**src/design/sabbc_pkg.sv**
```systemverilog
// shared types and constants for the set associative buffer cache
`default_nettype none
package sabbc_pkg;
   localparam int SETS_DEFAULT = 1024;
   localparam int WAYS_DEFAULT = 4;
   localparam int SET_MAX_W    = 16;
   localparam int RANK_W       = 5;
   localparam logic [7:0] REF_MAX = 8'd255;

   typedef enum logic [1:0] {
      ACT_GET     = 2'd0,
      ACT_RELEASE = 2'd1,
      ACT_PIN     = 2'd2,
      ACT_UNPIN   = 2'd3
   } action_type;

   typedef enum logic [1:0] {
      ST_OK        = 2'd0,
      ST_NO_BUFFER = 2'd1,
      ST_UNDERFLOW = 2'd2
   } status_type;

   typedef enum logic [2:0] {
      B_CLEAR,
      B_IDLE,
      B_SCAN,
      B_DONE
   } back_state_type;

   typedef struct packed {
      action_type             action;
      logic [7:0]             device;
      logic [31:0]            block;
      logic [RANK_W-1:0]      way;
      logic [SET_MAX_W-1:0]   set;
   } item_type;

   typedef struct packed {
      logic [7:0]        device;
      logic [31:0]       block;
      logic              valid;
      logic [7:0]        refs;
      logic [RANK_W-1:0] rank;
   } entry_type;

   typedef struct packed {
      logic clearing;
   } back_status_type;
endpackage
`default_nettype wire

```
**src/design/sabbc_queue.sv**
```systemverilog
// two entry queue between front and back
`default_nettype none
module sabbc_queue (
   input  wire logic                clock,
   input  wire logic                reset,
   input  wire logic                push,
   input  sabbc_pkg::item_type      push_item,
   input  wire logic                pop,
   output sabbc_pkg::item_type      head,
   output logic                     not_empty,
   output logic                     full
);
   import sabbc_pkg::*;

   item_type    slot_ff [2];
   logic        wr_ff, rd_ff;
   logic [1:0]  cnt_ff;

   assign head      = slot_ff[rd_ff];
   assign not_empty = (cnt_ff != 2'd0);
   assign full      = (cnt_ff == 2'd2);

   always_ff @(posedge clock) begin
      if (reset) begin
         wr_ff  <= 1'b0;
         rd_ff  <= 1'b0;
         cnt_ff <= 2'd0;
      end else begin
         if (push) wr_ff <= !wr_ff;
         if (pop) rd_ff <= !rd_ff;
         cnt_ff <= cnt_ff + 2'(push) - 2'(pop);
      end
      if (push) slot_ff[wr_ff] <= push_item;
   end

   a_no_overflow: assert property (@(posedge clock) disable iff (reset)
      !(push && full && !pop))
      else $error("queue overflow");
   a_no_underflow: assert property (@(posedge clock) disable iff (reset)
      !(pop && !not_empty))
      else $error("queue underflow");
endmodule
`default_nettype wire

```
**config.mk**
```make
export PLATFORM = sky130hd
export DESIGN_NAME = sabbc_queue
export DESIGN_NICKNAME = d
export VERILOG_FILES = /design/src/design/sabbc_pkg.sv /design/src/design/sabbc_queue.sv
export SDC_FILE = /design/constraint.sdc
export NUM_CORES = 1
export LEC_CHECK = 0
export BUFFER_PORTS_ARGS = -buffer_cell sky130_fd_sc_hd__buf_2
export CAP_MARGIN = 20
export CORE_MARGIN = 2
export CORE_UTILIZATION = 40
export CTS_BUF_LIST = sky130_fd_sc_hd__clkbuf_16
export CTS_CLUSTER_DIAMETER = 100
export DETAILED_ROUTE_END_ITERATION = 8
export HOLD_SLACK_MARGIN = 0.02
export PLACE_DENSITY = 0.66
export SLEW_MARGIN = 20
export SYNTH_ARGS = -nofsm -noshare
export SYNTH_HDL_FRONTEND = slang
export SYNTH_SLANG_ARGS = --single-unit
```
**constraint.sdc**
```tcl
create_clock -name clock -period 4.1 [get_ports clock]
set_clock_uncertainty 0.2 [all_clocks]
set_input_delay 0.41 -clock clock [delete_from_list [all_inputs] [get_ports clock]]
set_output_delay 0.41 -clock clock [all_outputs]
set_load 0.005 [all_outputs]
```
Word level (Yosys, flattened, before mapping)
Memory sizes are Yosys's and may differ from the RTL's. A register that Yosys moved wholly into a read port is not among the register bits.
Cells that the tools add are included.
{ "word_totals": {"reg_bits": 4, "ramBits": 126, "memories": 1} }
{ "memory_table": {"columns": ["memory", "depth", "word_bits", "rd", "rd_clocked_by_memory_dff", "write_ports", "line_no", "source"], "rows": [
  ["slot_ff", 2, 63, 1, 1, 1, "sabbc_queue.sv:15", "item_type slot_ff [2];"]
]} }
{ "classes": {"n_addsub": 2, "n_eq_ne": 1, "muxes": 4, "n_reduce_logical": 3} }
{ "ops": {"columns": ["op", "n"], "rows": [
  ["$mux 1", 4],
  ["$add 2x1->2", 1],
  ["$eq 2x2->1 const B", 1],
  ["$logic_not 1->1", 2],
  ["$reduce_bool 2->1", 1],
  ["$sub 2x1->2", 1]
]} }

Logic depth before layout (Yosys ltp)
{ "depth": {"word_depth": 3, "depth_mapped": 6} }

Worst setup path before layout
No wires, ideal clock.
{ "synth_timing": {"path_kind": "in2reg", "start": "in push", "end": "mem slot_ff[0][0] (netlist name), enable pin", "setup_time_ns": 0.492, "t_arrival_ns": 3.182, "t_required_ns": 3.408, "path_slack_ns": 0.226, "cell_stages": 1, "n_path_buf": 0, "cell_sequence": "nor2b_1"} }
{ "synth_via": {"elab_chain_len": 2} }
{ "synth_rtl": {"columns": ["item", "line_no", "source"], "rows": [
  ["start: declaration", "sabbc_queue.sv:6", "input wire logic push,"],
  ["$mux 1", "sabbc_queue.sv:33", "if (push) slot_ff[wr_ff] <= push_item;"],
  ["$mux 1 (implied by the code)", "sabbc_queue.sv:33", null],
  ["end: declaration", "sabbc_queue.sv:15", null]
]} }
No other way between the ends.

==> results.cfg <==
[power]
power_frac_clock_pct = 41.0
pwr-share-comb_pct = 11.2
ir_worst_vdd_mv = 0.2636
p_leak_nw = 2.851
p_seq_share_pct = 47.8
p_sw_share_pct = 20.77
power.switching_w = 0.0007009
internal-power_w = 0.002673
p_per_area_nw_per_um2 = 479.6

[floorplan]
core_sq_um = 12520
start_util_pct = 40.49
die_area_sq_um = 13590
num_rows = 41
fp.dieH_um = 116.6
io_pins = 132
dieWidth_um = 116.6

[drt]
wl_per_cell_um = 15.03
via_per_inst = 4.450
drt-total-wl_mm = 9.216
num_vias = 2728
first_iter_violations = 135
route.detailed.drc = 0
drtPass1Iterations = 4
final_antenna_net_count = 0

[global_routing]
grt-ovfl-total = 0
grt_pass1_vias = 2702
grt_usage_pct = 13.88
grt_max_degree = 64
grt_first_pass_wirelength_mm = 13.64
antenna_found_initial = 0

[worst_setup_path]
end_kind = output pin
reg2reg_slack_ns = 2.08
path_class = flop to output pin
cpPeakStageDelay_ns = 0.93
cpMaxStageDelayCell = dfxtp_4
crit_path_start_kind = flop
r2r_cells = 2
required_ns = 3.49
crit_chain = buf_4, mux2_4, buf_2
crit_arrival_ns = 2.17
r2r_start = wr_ff
crit_fanout = 47
r2r_end = slot_ff[0][25]

[logic_synthesis]
ys_seq_area_share_pct = 76.62
avgSynthCellArea_sq_um = 23.36
yosysWarnings = 0
ys_ff_latch = 131
synth.distinct_cells = 14
syn_nets = 286
postSynthCellCount = 217
netlist_area_sq_um = 5069

[final_layout]
regArea_sq_um = 3887
fin_util_pct = 56.21
fin_area_sq_um = 7036
drive_gt1_share_pct = 51.25
multi_input_area_sq_um = 1056
layout_common_cells = buf_2, edfxtp_1, dlygate4sd3_1
n_antenna_cell = 0
final.fill_count = 1014
final_common_cell = buf_2
final_nets = 497
synthToLayoutAreaGrowth_pct = 38.81

[clocking]
cts_buffers = 17
cts_tree = yes
cts_resized = 0
clkTransAtPathRegs_ns = 0.05
clock_sinks = 131
htreeDepth = 4
cts_root_buf = clkbuf_16
cts_buffer_depth = 2
insertion_delay_ns = 0.41

[placement]
post-dp-hpwl_mm = 5.413
placed_area_sq_um = 5852
gp_congestion = 0.7002
portBuffers = 131

[outcome]
status = finished, final reports clean

[run]
drv_cap = 0

[timing]
hold_violations = 0
max_slew_margin_pct = 40.81
fin_crit_ns = 2.779
maxSlewViolCount = 0
final-setup-viol-count = 0
rsz0062_at_grt = false
post-route-period-util_pct = 67.78
setup-tns-final_ns = 0
max_freq_mhz = 359.9
worst_pin_slew_ns = 0.8879

[min_path]
hp-start = pop
min_delay_path_depth = 3
hold_end = rd_ff
min_path_type = input port to flop
==> power by group through the flow <==
| stage | sequential, W | clock (W) | combinational (W) |
|---|---|---|---|
| 2_1_floorplan | 0.00161 | 0 | 0.000236 |
| 6_report | 0.00161 | 0.00138 | 0.000377 |
| 3_5_place_dp | 0.00164 | 0 | 0.000333 |
| 5_1_grt | 0.00162 | 0.00147 | 0.000414 |
| 3_3_place_gp | 0.00164 | 0 | 0.000327 |
| 4_1_cts | 0.00161 | 0.00141 | 0.000382 |
==> state kept, by name (all words and copies together) (netlist names), named ones only <==
signal	cells
rd_ff	1
wr_ff	1
cnt_ff	2
slot_ff	126
==> worst max-delay path, delay by kind of cell, from the launching register on <==
| kind | cells | cell delay [ns] |
|---|---|---|
| DFF | 1 | 0.93 |
| buffers and inverters | 2 | 0.49 |
| muxes | 1 | 0.32 |
==> layout make-up <==
type / instances / share of cell area [%]
Timing Repair Buffer: 199 / 18.85
Clock inverter: 15 / 1.672
Clock buffer: 17 / 6.047
Multi-Input combinational cell: 77 / 15.01
Inverter: 2 / 0.1067
Tap cell: 172 / 3.059
Sequential cell: 131 / 55.26
==> layer usage <==
layer / GRT usage [%] / vias up / part of all wire (%)
li1: - / 1275 / -
met2: 22.60 / 99 / 50
met1: 16.34 / 1338 / 42
met5: 0 / - / 0
met3: 4.774 / 16 / 6.2
met4: 7.294 / 0 / 2.2
==> metrics by stage <==
stage	hold WS [ns]	power (W)	setup slack, ns	instances
2_1_floorplan	0.2799	0.001848	0.2265	217
3_3_place_gp	0.2975	0.001964	1.711	517
3_5_place_dp	0.3038	0.001974	1.697	517
4_1_cts	0.07686	0.003409	1.253	613
5_1_grt	0.08880	0.003509	1.199	613
6_report	0.08647	0.003374	1.321	613
==> how the worst max path moves through the flow <==
stage                               end  slack, ns  depth (start not counted)
final                          head[54]       1.32                          3
after global routing           head[54]       1.20                          3
after CTS                      head[54]       1.25                          3
after detailed placement       head[54]       1.70                          3
after global placement         head[54]       1.71                          3
after floorplan           slot_ff[0][0]       0.23                          1
==> logic make-up (layout without fill, tap and decap cells) <==
logic type	count (synthesis)	in the layout	synth area share (%)
flip-flops	131	131	76.62
XOR/XNOR	3	3	0.7900
buffers and inverters	9	233	2.740
adder cells (fa/ha/maj)	2	2	0.4936
multiplexers	63	63	18.44
AND/OR/NAND/NOR	9	9	0.9135
==> Yosys cell counts <==
cell,instances,area (sq um)
edfxtp_1,126,3784
mux2_4,60,900.9
buf_12,6,120.1
dfxtp_1,5,100.1
nor2_1,4,15.01
mux2_2,3,33.78
nor2b_1,3,18.77
ha_1,2,25.02
inv_1,2,7.510
xnor2_1,2,17.52
and2_1,1,6.260
buf_6,1,11.26
or2_2,1,6.260
xnor3_1,1,22.52
==> timing repair <==
action	4_1_cts	5_1_grt
buffers inserted	0	0
hold endpoints to repair	129	0
hold buffers	64	0
(Power assumes the default switching activity.)
