==> config.mk <==
export PLATFORM = sky130hd
export DESIGN_NAME = sabbc_front
export DESIGN_NICKNAME = d
export VERILOG_FILES = /design/src/design/sabbc_pkg.sv /design/src/design/sabbc_front.sv
export SDC_FILE = /design/constraint.sdc
export NUM_CORES = 1
export LEC_CHECK = 0
export ABC_AREA = 1
export BUFFER_PORTS_ARGS = -buffer_cell sky130_fd_sc_hd__buf_2
export CORE_ASPECT_RATIO = 1.75
export CORE_MARGIN = 8
export CORE_UTILIZATION = 30
export CTS_CLUSTER_SIZE = 20
export DETAILED_ROUTE_END_ITERATION = 8
export PLACE_DENSITY_LB_ADDON = 0.1
export RECOVER_POWER = 100
export SETUP_SLACK_MARGIN = 0.15
export SYNTH_ARGS = -nofsm -noshare
export SYNTH_HDL_FRONTEND = slang
export SYNTH_SLANG_ARGS = --single-unit
==> constraint.sdc <==
create_clock -name clock -period 4.2 [get_ports clock]
set_input_delay 0.84 -clock clock [delete_from_list [all_inputs] [get_ports clock]]
set_output_delay 0.84 -clock clock [all_outputs]
set_load 0.03 [all_outputs]
==> src/design/sabbc_pkg.sv <==
// shared types and constants for the set associative buffer cache
`default_nettype none
package sabbc_pkg;
   localparam int SETS_DEFAULT = 1024;
   localparam int WAYS_DEFAULT = 4;
   localparam int SET_MAX_W    = 16;
   localparam int RANK_W       = 5;
   localparam logic [7:0] REF_MAX = 8'd255;

   typedef enum logic [1:0] {
      ACT_GET     = 2'd0,
      ACT_RELEASE = 2'd1,
      ACT_PIN     = 2'd2,
      ACT_UNPIN   = 2'd3
   } action_type;

   typedef enum logic [1:0] {
      ST_OK        = 2'd0,
      ST_NO_BUFFER = 2'd1,
      ST_UNDERFLOW = 2'd2
   } status_type;

   typedef enum logic [2:0] {
      B_CLEAR,
      B_IDLE,
      B_SCAN,
      B_DONE
   } back_state_type;

   typedef struct packed {
      action_type             action;
      logic [7:0]             device;
      logic [31:0]            block;
      logic [RANK_W-1:0]      way;
      logic [SET_MAX_W-1:0]   set;
   } item_type;

   typedef struct packed {
      logic [7:0]        device;
      logic [31:0]       block;
      logic              valid;
      logic [7:0]        refs;
      logic [RANK_W-1:0] rank;
   } entry_type;

   typedef struct packed {
      logic clearing;
   } back_status_type;
endpackage
`default_nettype wire

==> src/design/sabbc_front.sv <==
// front end: takes a transaction, works out set and way, hands it to the queue
`default_nettype none
module sabbc_front #(
   parameter int SETS = sabbc_pkg::SETS_DEFAULT,
   parameter int WAYS = sabbc_pkg::WAYS_DEFAULT
) (
   input  wire logic                 clock,
   input  wire logic                 reset,
   input  wire logic                 accept,
   input  wire logic [1:0]           action,
   input  wire logic [7:0]           device_id,
   input  wire logic [31:0]          block_number,
   input  wire logic [1:0]           way_index,
   output logic                      pending,
   output logic                      push,
   output sabbc_pkg::item_type       push_item,
   input  wire logic                 q_full
);
   import sabbc_pkg::*;

   localparam int  SET_W   = (SETS > 1) ? $clog2(SETS) : 1;
   localparam bit  IS_POW2 = ((SETS & (SETS - 1)) == 0);
   // rounded-up reciprocal, exact quotient for any 32-bit block number
   localparam logic [32:0] RECIP =
      33'(((64'd1 << (32 + SET_W)) / 64'(SETS)) + 64'd1);

   logic              pend_ff, pend_in;
   logic              done_ff, done_in;
   logic [1:0]        cnt_ff, cnt_in;
   logic [SET_W-1:0]  rem_ff, rem_in;
   logic [64:0]       prod_ff, prod_in;
   item_type          hold_ff, hold_in;
   logic [31:0]       quot, low_prod;
   logic [2:0]        wred;

   always_comb begin
      wred = {1'b0, way_index};
      if (WAYS < 4) begin
         for (int k = 0; k < 3; k++) begin
            if (32'(wred) >= WAYS) wred = wred - 3'(WAYS);
         end
      end
   end

   assign quot     = 32'(prod_ff >> (32 + SET_W));
   assign low_prod = quot * 32'(SETS);
   assign push     = pend_ff && done_ff && !q_full;
   assign pending  = pend_ff;

   always_comb begin
      push_item     = hold_ff;
      push_item.set = SET_MAX_W'(rem_ff);
   end

   always_comb begin
      pend_in = pend_ff;
      done_in = done_ff;
      cnt_in  = cnt_ff;
      rem_in  = rem_ff;
      prod_in = prod_ff;
      hold_in = hold_ff;
      if (accept) begin
         pend_in        = 1'b1;
         hold_in.action = action_type'(action);
         hold_in.device = device_id;
         hold_in.block  = block_number;
         hold_in.way    = RANK_W'(wred);
         hold_in.set    = '0;
         if (IS_POW2) begin
            done_in = 1'b1;
            rem_in  = SET_W'(block_number & 32'(SETS - 1));
         end else begin
            done_in = 1'b0;
            cnt_in  = 2'd2;
            rem_in  = '0;
         end
      end else if (pend_ff && !done_ff) begin
         if (cnt_ff == 2'd2) begin
            // reciprocal multiply gives the quotient of block by SETS
            prod_in = 65'(hold_ff.block) * 65'(RECIP);
            cnt_in  = 2'd1;
         end else begin
            // multiply back and subtract to get the remainder
            rem_in  = SET_W'(hold_ff.block - low_prod);
            cnt_in  = 2'd0;
            done_in = 1'b1;
         end
      end else if (push) begin
         pend_in = 1'b0;
      end
   end

   always_ff @(posedge clock) begin
      if (reset) begin
         pend_ff <= 1'b0;
         done_ff <= 1'b0;
         cnt_ff  <= '0;
      end else begin
         pend_ff <= pend_in;
         done_ff <= done_in;
         cnt_ff  <= cnt_in;
      end
      rem_ff  <= rem_in;
      prod_ff <= prod_in;
      hold_ff <= hold_in;
   end
endmodule
`default_nettype wire

# Word level (Yosys, flattened, before mapping)
# Index checks and enable logic that the tools add are counted.
# Widths: inputs -> output; s select.
[totals]
register_bits = 58
wordCells = 33
[op_classes]
reduce_logical = 10
bitwise_logic = 1
eq_ne = 3
n_addsub = 1
n_mux = 10
[ops]
columns = ["op", "count"]
rows = [
  ["$mux 10", 3],
  ["$sub 10x1->10 const B", 1],
  ["$mux 1", 7],
  ["$reduce_and 2->1", 3],
  ["$ne 2x2->1 const B", 2],
  ["$reduce_bool 2->1", 2],
  ["$logic_and 1x1->1", 3],
  ["$eq 2x2->1 const B", 1],
  ["$logic_not 1->1", 2],
  ["$not 1->1", 1],
]

# Longest topological paths before layout
# Gate-level depths: netlist of run 1.
[logic_depth]
word_depth = 5
ltp_mapped = 4

# Worst setup path after synthesis of run 1
# Ideal clock, no wire load.
[synth_timing]
path_kind = "in2out"
start = "input port q_full"
end = "output port push"
arrival_time_ns = 1.536
cell_stages = 1
path_buffers = 0
path_slack_ns = 1.824
cell_sequence = "nor3_1"
[synth_via]
elab_chain_cells = 2
[synth_rtl]
columns = ["element", "line_no", "rtl"]
rows = [
  ["from (decl)", "sabbc_front.sv:17", "input wire logic q_full"],
  ["$logic_not 1->1", "sabbc_front.sv:47", "assign push = pend_ff && done_ff && !q_full;"],
  ["$logic_and 1x1->1", "sabbc_front.sv:47", ""],
  ["to (decl)", "sabbc_front.sv:15", "output logic push,"],
]
# No other way between the ends.

# Worst setup path after layout of run 1
[layout_timing]
start = "input port accept"
end = "register rem_ff[5], enable pin"
[layout_via]
elab_chain_cells = 2
word_cells_on_any_way = 3
cone_classes = "1 x eq/ne; 2 x reduce/logical"
[layout_rtl]
columns = ["element", "line_no", "rtl"]
rows = [
  ["from (decl)", "sabbc_front.sv:9", "input wire logic accept,"],
  ["$ne 2x2->1 (no source line) or $reduce_bool 2->1 (tied branches)", "n/a", ""],
  ["$reduce_and 2->1 (no source line) *", "n/a", ""],
  ["to (signal assigned)", "sabbc_front.sv:103", "rem_ff <= rem_in;"],
  ["to (decl)", "sabbc_front.sv:30", "logic [SET_W-1:0] rem_ff, rem_in;"],
]
# Mark *: on every way between the ends. The rest lies on a longest branch, timed or not.
# A chain may end at the register's enable or synchronous reset.

==> flow_metrics.env, run 1 <==
export IMPL_status="finished, final reports clean"
export IMPL_finalCritPeriodShare=0.613
export IMPL_critPathMaxFanout=17
export IMPL_finalNetCount=266
export IMPL_post_dp_hpwl_um=3300
export IMPL_fin_cells=299
export IMPL_rsz0062_at_grt="false"
export IMPL_drive_gt1_frac=0.228
export IMPL_use_met2=0.142
export IMPL_worst_r2r_endpoint="rem_ff[5]$_DFFE_PP_"
export IMPL_antenna_left=0
export IMPL_grt_util_met1=0.0863
export IMPL_worstMarginPinSlew_ns=0.849
export IMPL_clk_latency_ns=0.29
export IMPL_netlist_top_cells_area="edfxtp_1 (85%), nand2_1 (6.1%), buf_4 (3.9%)"
export IMPL_route_vias_total=1178
export IMPL_synth_fa_ha_area_frac=0
export IMPL_hold_end="pending$_SDFFE_PP0P_"
export IMPL_start_kind="input pin"
export IMPL_initial_core_util=0.309
export IMPL_synth_compound_area_frac=0.00785
export IMPL_wl_per_cell_um=14.1
export IMPL_rows=38
export IMPL_cts_buffers_inserted=5
export IMPL_r2r_cells=3
export IMPL_h_tree_depth=2
export IMPL_crit_path_end_kind="flip-flop"
export IMPL_cts_tree="built"
export IMPL_grt_overflow=0
export IMPL_crit_top_cell="clkbuf_1"
export IMPL_antenna_found_initial=2
export IMPL_crit_chain="clkbuf_1 -> inv_1 -> o21ai_0 -> clkbuf_1"
export IMPL_vdd_drop_max_uv=237
export IMPL_synth_top_family_by_area="simple AND/OR/NAND/NOR gates"
export IMPL_area_delta_synth_final_pct=30.2
export IMPL_synth_top_area_frac=0.848
export IMPL_diodes=0
export IMPL_critPathKind="input pin to flip-flop"
export IMPL_critical_path_slowest_cell="clkbuf_1"
export IMPL_grt_pass1_wl_um=6630
export IMPL_clkSinkCount=56
export IMPL_timing_fmax_mhz=388
export IMPL_synth_cell_type_count=12
export IMPL_drcViolationCount=0
export IMPL_seq_area_frac_synth=0.869
export IMPL_grt_pass1_vias=1302
export IMPL_synth_edf_count=54
export IMPL_async_flop_share=0
export IMPL_cp_required_ns=4.14
export IMPL_die_h_um=122
export IMPL_p_leak_nw=0.988
export IMPL_cts_hold_buffers=0
export IMPL_synthMuxAreaShare=0
export IMPL_hold_depth=2
export IMPL_die_x_um=76.3
export IMPL_fin_ws_ns=1.62
export IMPL_drt_iter0_drc=74
export IMPL_core_area_um2=6180
export IMPL_ios=113
export IMPL_ctsResizeCount=0
export IMPL_synthTopCellsByCount="edfxtp_1 (54), nand2_1 (31), buf_4 (10), inv_1 (4)"
export IMPL_synth_top_flop_cell="edfxtp_1"
export IMPL_r2r_start="pending$_SDFFE_PP0P_"
export IMPL_reg2reg_slack_ns=2.84
export IMPL_synth_area_leader_cell="edfxtp_1"
export IMPL_ys_ff_latch=56
export IMPL_wl_um=4220
export IMPL_cp_slowest_stage_delay_ns=0.62
export IMPL_dr_pass1_iters=2
export IMPL_top_usage_layer="met2"
export IMPL_hp_class="flip-flop to flip-flop"
export IMPL_grt_use_total=0.0904
export IMPL_place_congestion=0.651
export IMPL_grt_max_degree=40
export IMPL_syn_area_per_cell_um2=17.5
export IMPL_postCtsSetupBuffers=0
export IMPL_utilization=0.403
export IMPL_maxCapViolations=0
export IMPL_yosys_warnings=0
export IMPL_fin_worst_skew_ns=0.00132
export IMPL_syn_inst=109
export IMPL_synth_simple_area_share=0.0661
export IMPL_hp_start="pending$_SDFFE_PP0P_"
export IMPL_final_hold_violation_count=0
export IMPL_powerDensity_nw_per_um2=455
export IMPL_post_place_ws_ns=2.03
export IMPL_clockBufferDepth=2
export IMPL_setup_viol=0
export IMPL_period_needed_ns=2.58
export IMPL_placedCellCount=291
export IMPL_crit_arrival_ns=2.52
export IMPL_synth_area_um2=1910
export IMPL_placement_io_buffers=103
export IMPL_final_max_slew_viol_count=0
export IMPL_synthXorXnorAreaFrac=0
export IMPL_vias_per_cell=3.94
export IMPL_slew_headroom=0.434
export IMPL_grt_met3_usage=0.0715
export IMPL_setup_tns_final_ns=0
export IMPL_cts_root_buf="clkbuf_8"
export IMPL_dieArea_um2=9280
export IMPL_synth_most_common_cell="edfxtp_1"
export IMPL_clk_pin_slew_ns=0.09
==> how the worst max path moves through the flow <==
stage / startpoint / end / slack [ns] / cells past startpoint
finish: accept / rem_ff[5]$_DFFE_PP_ / 1.62 / 4
global placement: q_full / push / 2.04 / 3
floorplan: q_full / push / 1.82 / 1
global route: accept / rem_ff[8]$_DFFE_PP_ / 1.35 / 4
CTS: q_full / push / 2.02 / 3
detailed placement: q_full / push / 2.03 / 3
==> per-stage QoR <==
stage / total power, mW / hold WS (ns) / area, um^2
floorplan: 0.815 / 0.520 / 1940
global placement: 0.884 / 0.504 / 2490
detailed placement: 0.886 / 0.504 / 2490
CTS: 1.17 / 0.518 / 2570
global route: 1.18 / 0.555 / 2490
finish: 1.13 / 0.508 / 2490
==> worst max-delay path, delay by kind of cell <==
kind / cells / cell delay [ns]
compound gates: 1 / 0.17
buf+inv: 3 / 1.50
==> where the power goes <==
group	internal, mW	switching (mW)	leakage (nW)
registers	0.663	0.0131	0.548
logic	0.0367	0.143	0.394
clock network	0.114	0.161	0.0453
total	0.814	0.318	0.988
==> cell type report <==
| cell class | count | area [um^2] |
|---|---|---|
| clock buffer | 5 | 68.8 |
| clock inverter | 3 | 13.8 |
| timing repair buffer | 105 | 450 |
| tap | 80 | 100 |
| inverter | 5 | 18.8 |
| multi-input combinational | 45 | 175 |
| sequential | 56 | 1660 |
| fill | 664 | 3690 |
==> cell usage in the layout (no fill, tap or decap), types with 2 or more instances in the layout <==
master	instances
dfxtp_1	2
conb_1	9
edfxtp_1	54
o21ai_0	2
clkbuf_8	5
nand2_1	31
inv_1	5
clkbuf_1	62
clkinv_2	2
buf_2	42
==> sequential cells by signal, summed over array words and instances (netlist names) <==
signal / flops
pending: 1
push_item: 44
rem_ff: 10
done_ff: 1
==> per-layer routing <==
layer / vias up / wire (um)
met5: - / 24
met4: 4 / 72
met3: 10 / 618
met2: 74 / 1970
met1: 513 / 1530
li1: 577 / -
==> logic make-up (layout without fill, tap and decap cells) <==
logic type	Yosys count	after routing
buf+inv	16	118
flops	56	56
compound gates	3	3
other cells	1	9
simple gates	33	33
Power figures use the tool's default switching activity.
==> run 2, diff against run 1 <==
- clock period: 4.2 -> 2.1 ns (I/O delays scaled with it)
==> flow_metrics.env, run 2 (synthesis results as in run 1) <==
export IMPL_fin_ws_ns=0.472
export IMPL_cts_hold_buffers=0
export IMPL_clk_pin_slew_ns=0.09
export IMPL_grt_use_total=0.0890
export IMPL_hold_depth=2
export IMPL_hold_end="pending$_SDFFE_PP0P_"
export IMPL_p_leak_nw=0.982
export IMPL_p_switching_mw=0.616
export IMPL_rows=38
export IMPL_pwr_share_comb=0.160
export IMPL_cpLargestDelayFamily="buffers and inverters"
export IMPL_r2r_start="pending$_SDFFE_PP0P_"
export IMPL_crit_chain="inv_1 -> nor3_1 -> clkbuf_1"
export IMPL_grt_overflow=0
export IMPL_worst_r2r_endpoint="rem_ff[1]$_DFFE_PP_"
export IMPL_dieArea_um2=9280
export IMPL_dr_pass1_iters=4
export IMPL_cp_slowest_stage_delay_ns=0.35
export IMPL_place_congestion=0.651
export IMPL_setup_viol=0
export IMPL_antenna_left=0
export IMPL_fin_area_um2=2480
export IMPL_multi_input_area_um2=175
export IMPL_core_area_um2=6180
export IMPL_dr_max_layer_used="met4"
export IMPL_maxCapViolations=0
export IMPL_critPathMaxFanout=3
export IMPL_largest_register_ffs=44
export IMPL_dr_wl_met2_um=2000
export IMPL_cp_required_ns=1.68
export IMPL_cts_tree="built"
export IMPL_post_dp_hpwl_um=3310
export IMPL_critical_path_slowest_cell="dfxtp_1"
export IMPL_final_common_cell="clkbuf_1"
export IMPL_crit_path_end_kind="output port"
export IMPL_placement_io_buffers=103
export IMPL_num_fill_cells=675
export IMPL_reg2reg_slack_ns=0.73
export IMPL_p_total_mw=2.25
export IMPL_hp_class="input pin to flip-flop"
export IMPL_internal_power_mw=1.63
export IMPL_final_max_slew_viol_count=0
export IMPL_clockBufferDepth=2
export IMPL_postCtsSetupBuffers=0
export IMPL_power_frac_seq=0.602
export IMPL_cts_root_buf="clkbuf_8"
export IMPL_setup_tns_final_ns=0
export IMPL_drive_gt1_frac=0.219
export IMPL_timing_fmax_mhz=614
export IMPL_h_tree_depth=2
export IMPL_finalNetCount=266
export IMPL_crit_buf_inv=2
export IMPL_antenna_found_initial=0
export IMPL_grt_pass1_wl_um=6560
export IMPL_grt_pass1_vias=1307
export IMPL_vias_per_cell=3.91
export IMPL_cts_buffers_inserted=5
export IMPL_worstMarginPinSlew_ns=1.23
export IMPL_clk_latency_ns=0.29
export IMPL_fin_worst_skew_ns=0.000712
export IMPL_diodes=0
export IMPL_die_x_um=76.3
export IMPL_drcViolationCount=0
export IMPL_clkSinkCount=56
export IMPL_post_dp_cell_area_um2=2490
export IMPL_wl_um=4230
export IMPL_ios=113
export IMPL_final_hold_violation_count=0
export IMPL_area_delta_synth_final_pct=29.9
export IMPL_status="finished, final reports clean"
export IMPL_post_place_ws_ns=0.650
export IMPL_hp_start="reset"
export IMPL_wl_met1_um=1560
export IMPL_crit_arrival_ns=1.21
export IMPL_finalCritPeriodShare=0.775
export IMPL_period_needed_ns=1.63
export IMPL_ctsResizeCount=0
export IMPL_powerDensity_nw_per_um2=906
export IMPL_wl_per_cell_um=14.1
export IMPL_final_cell_mix="clkbuf_1 (64), edfxtp_1 (54), buf_2 (42)"
export IMPL_switching_share=0.274
export IMPL_route_vias_total=1170
export IMPL_p_clk_frac=0.238
export IMPL_rsz0062_at_grt="false"
export IMPL_drt_iter0_drc=30
export IMPL_r2r_cells=3
export IMPL_critPathKind="flip-flop to output port"
export IMPL_initial_core_util=0.309
export IMPL_start_kind="flip-flop"
export IMPL_grt_max_degree=55
export IMPL_dr_wl_met3_um=614
export IMPL_vdd_drop_max_uv=426
export IMPL_slew_headroom=0.180
export IMPL_die_h_um=122
export IMPL_final_seq_area_um2=1660
[run 2: worst max path at each step]
stage	startpoint	end	slack [ns]	cells after the start
finish	pending$_SDFFE_PP0P_	push	0.47	3
global placement	accept	push_item[24]$_DFFE_PP_	0.65	2
global route	accept	rem_ff[0]$_DFFE_PP_	0.38	4
CTS	pending$_SDFFE_PP0P_	push	0.56	3
floorplan	pending$_SDFFE_PP0P_	rem_ff[0]$_DFFE_PP_	0.33	2
detailed placement	accept	push_item[43]$_DFFE_PP_	0.65	2
[run 2: routing by layer]
metal / track usage / up-vias
li1: - / 578
met1: 0.0870 / 514
met2: 0.143 / 74
met3: 0.0627 / 4
met4: 0.0363 / 0
met5: 0 / -
[run 2: layout make-up]
class,instances,share of cell area
clock inverters,1,0.00151
multi-input cells,45,0.0705
inverters,5,0.00756
repair buffers,105,0.180
well taps,80,0.0403
flip-flops and latches,56,0.669
clock buffers,7,0.0307
[run 2: power by group through the flow]
stage                     sequential [mW]  clock [mW]  combinational (mW)
after CTS                            1.35       0.579               0.395
after global routing                 1.36       0.611               0.388
final                                1.35       0.535               0.360
after floorplan                      1.56           0              0.0664
after detailed placement             1.38           0               0.396
after global placement               1.38           0               0.394
[run 2: per-stage QoR]
step / util / hold WS (ns) / std cells
after detailed placement: 0.402 / 0.487 / 291
after floorplan: - / 0.489 / 117
after global placement: 0.402 / 0.475 / 291
final: 0.402 / 0.287 / 299
after global routing: 0.402 / 0.271 / 299
after CTS: 0.415 / 0.273 / 299
[run 2: worst register-to-register path, cell delays in order, from the launching register on]
cell and delay (ns):
dfxtp_1 0.35, inv_1 0.07, o21ai_0 0.14, clkbuf_1 0.45
==> run 3, diff against run 2 <==
- clock period: 2.1 -> 1.5 ns (I/O delays scaled with it)
==> flow_metrics.env, run 3 (synthesis results as in run 1) <==
export IMPL_fin_area_um2=2520
export IMPL_fin_cells=301
export IMPL_antenna_left=0
export IMPL_critical_path_slowest_cell="dfxtp_1"
export IMPL_dr_pass1_iters=4
export IMPL_ios=113
export IMPL_setup_tns_final_ns=0
export IMPL_setup_viol=0
export IMPL_area_delta_synth_final_pct=31.8
export IMPL_crit_buf_inv=2
export IMPL_cts_buffers_inserted=5
export IMPL_critPathMaxFanout=3
export IMPL_rows=38
export IMPL_post_dp_cell_area_um2=2520
export IMPL_placedCellCount=292
export IMPL_diodes=0
export IMPL_whs_ns=0.154
export IMPL_worstMarginPinSlew_ns=0.874
export IMPL_wl_per_cell_um=15.0
export IMPL_crit_arrival_ns=1.08
export IMPL_cts_tree="built"
export IMPL_route_vias_total=1204
export IMPL_grt_max_degree=43
export IMPL_grt_pass1_vias=1347
export IMPL_antenna_found_initial=0
export IMPL_crit_chain="inv_1 -> nor3_4 -> buf_6"
export IMPL_finalNetCount=268
export IMPL_h_tree_depth=2
export IMPL_num_fill_cells=658
export IMPL_clk_latency_ns=0.31
export IMPL_finalCritPeriodShare=0.919
export IMPL_grt_overflow=0
export IMPL_wl_um=4530
export IMPL_post_dp_hpwl_um=3610
export IMPL_rsz0062_at_grt="true"
export IMPL_vdd_drop_max_uv=684
export IMPL_start_kind="flip-flop"
export IMPL_powerDensity_nw_per_um2=1270
export IMPL_maxCapViolations=0
export IMPL_placement_io_buffers=103
export IMPL_die_h_um=122
export IMPL_clk_pin_slew_ns=0.09
export IMPL_drcViolationCount=0
export IMPL_final_cell_mix="clkbuf_1 (64), edfxtp_1 (54), buf_2 (42)"
export IMPL_final_hold_violation_count=0
export IMPL_cts_hold_buffers=0
export IMPL_core_area_um2=6180
export IMPL_drive_gt1_frac=0.240
export IMPL_cp_slowest_stage_delay_ns=0.35
export IMPL_drt_iter0_drc=65
export IMPL_final_max_slew_viol_count=0
export IMPL_grt_pass1_wl_um=6870
export IMPL_dieArea_um2=9280
export IMPL_p_leak_nw=0.994
export IMPL_final_common_cell="clkbuf_1"
export IMPL_clockBufferDepth=2
export IMPL_grt_use_total=0.0964
export IMPL_timing_fmax_mhz=725
export IMPL_status="finished, final reports clean"
export IMPL_hp_class="input pin to flip-flop"
export IMPL_initial_core_util=0.309
export IMPL_die_x_um=76.3
export IMPL_largest_register_ffs=44
export IMPL_cts_root_buf="clkbuf_8"
export IMPL_cp_required_ns=1.20
export IMPL_fin_worst_skew_ns=0.00350
export IMPL_critPathKind="flip-flop to output port"
export IMPL_place_congestion=0.708
export IMPL_period_needed_ns=1.38
export IMPL_cpLargestDelayFamily="flip-flops"
export IMPL_crit_path_end_kind="output port"
export IMPL_clkSinkCount=56
export IMPL_vias_per_cell=4.00
export IMPL_slew_headroom=0.418
[run 3: changes by cell type in the layout (fill, tap and decap cells not counted), sizes merged]
cell | previous run | this run
buf | 42 | 44
clkbuf | 70 | 69
clkinvlp | 0 | 1
[run 3: repair_timing]
action,CTS,global route
gates cloned,0,0
gates resized for setup,4,1
buffers inserted,0,1
setup endpoints to repair,1,1
[run 3: path summary, 6_finish.rpt]
path / startpoint / end / slack [ns] / depth (start not counted)
setup reg to reg: pending$_SDFFE_PP0P_ / rem_ff[5]$_DFFE_PP_ / 0.17 / 3
hold / removal: reset / pending$_SDFFE_PP0P_ / 0.15 / 2
hold reg to reg: push_item[24]$_DFFE_PP_ / rem_ff[3]$_DFFE_PP_ / 0.55 / 2
setup / recovery: pending$_SDFFE_PP0P_ / push / 0.12 / 3
[run 3: cell type report]
class | instances | area (um^2) | share of cell area
Clock buffer | 6 | 72.6 | 0.0288
Tap cell | 80 | 100 | 0.0397
Clock inverter | 2 | 11.3 | 0.00447
Sequential cell | 56 | 1660 | 0.659
Timing Repair Buffer | 107 | 465 | 0.185
Inverter | 5 | 18.8 | 0.00745
Multi-Input combinational cell | 45 | 190 | 0.0755
[run 3: layer usage]
metal,global-route usage,vias up,routed length (um)
li1,-,583,-
met1,0.0822,542,1510
met2,0.172,73,2430
met3,0.0524,6,499
met4,0.0593,0,85
met5,0,-,0
[run 3: where the power goes]
part,internal [mW],total [mW],leakage [nW],switching (mW)
Sequential,1.86,1.90,0.548,0.0406
Combinational,0.107,0.517,0.407,0.410
Clock,0.325,0.783,0.0388,0.459
[run 3: through the flow]
stage | worst slack [ns] | total power [mW] | utilization
after global routing | 0.0753 | 3.34 | 0.408
after floorplan | 0.138 | 2.29 | -
after global placement | 0.355 | 2.49 | 0.408
after CTS | 0.162 | 3.29 | 0.423
final | 0.122 | 3.20 | 0.408
after detailed placement | 0.347 | 2.50 | 0.408
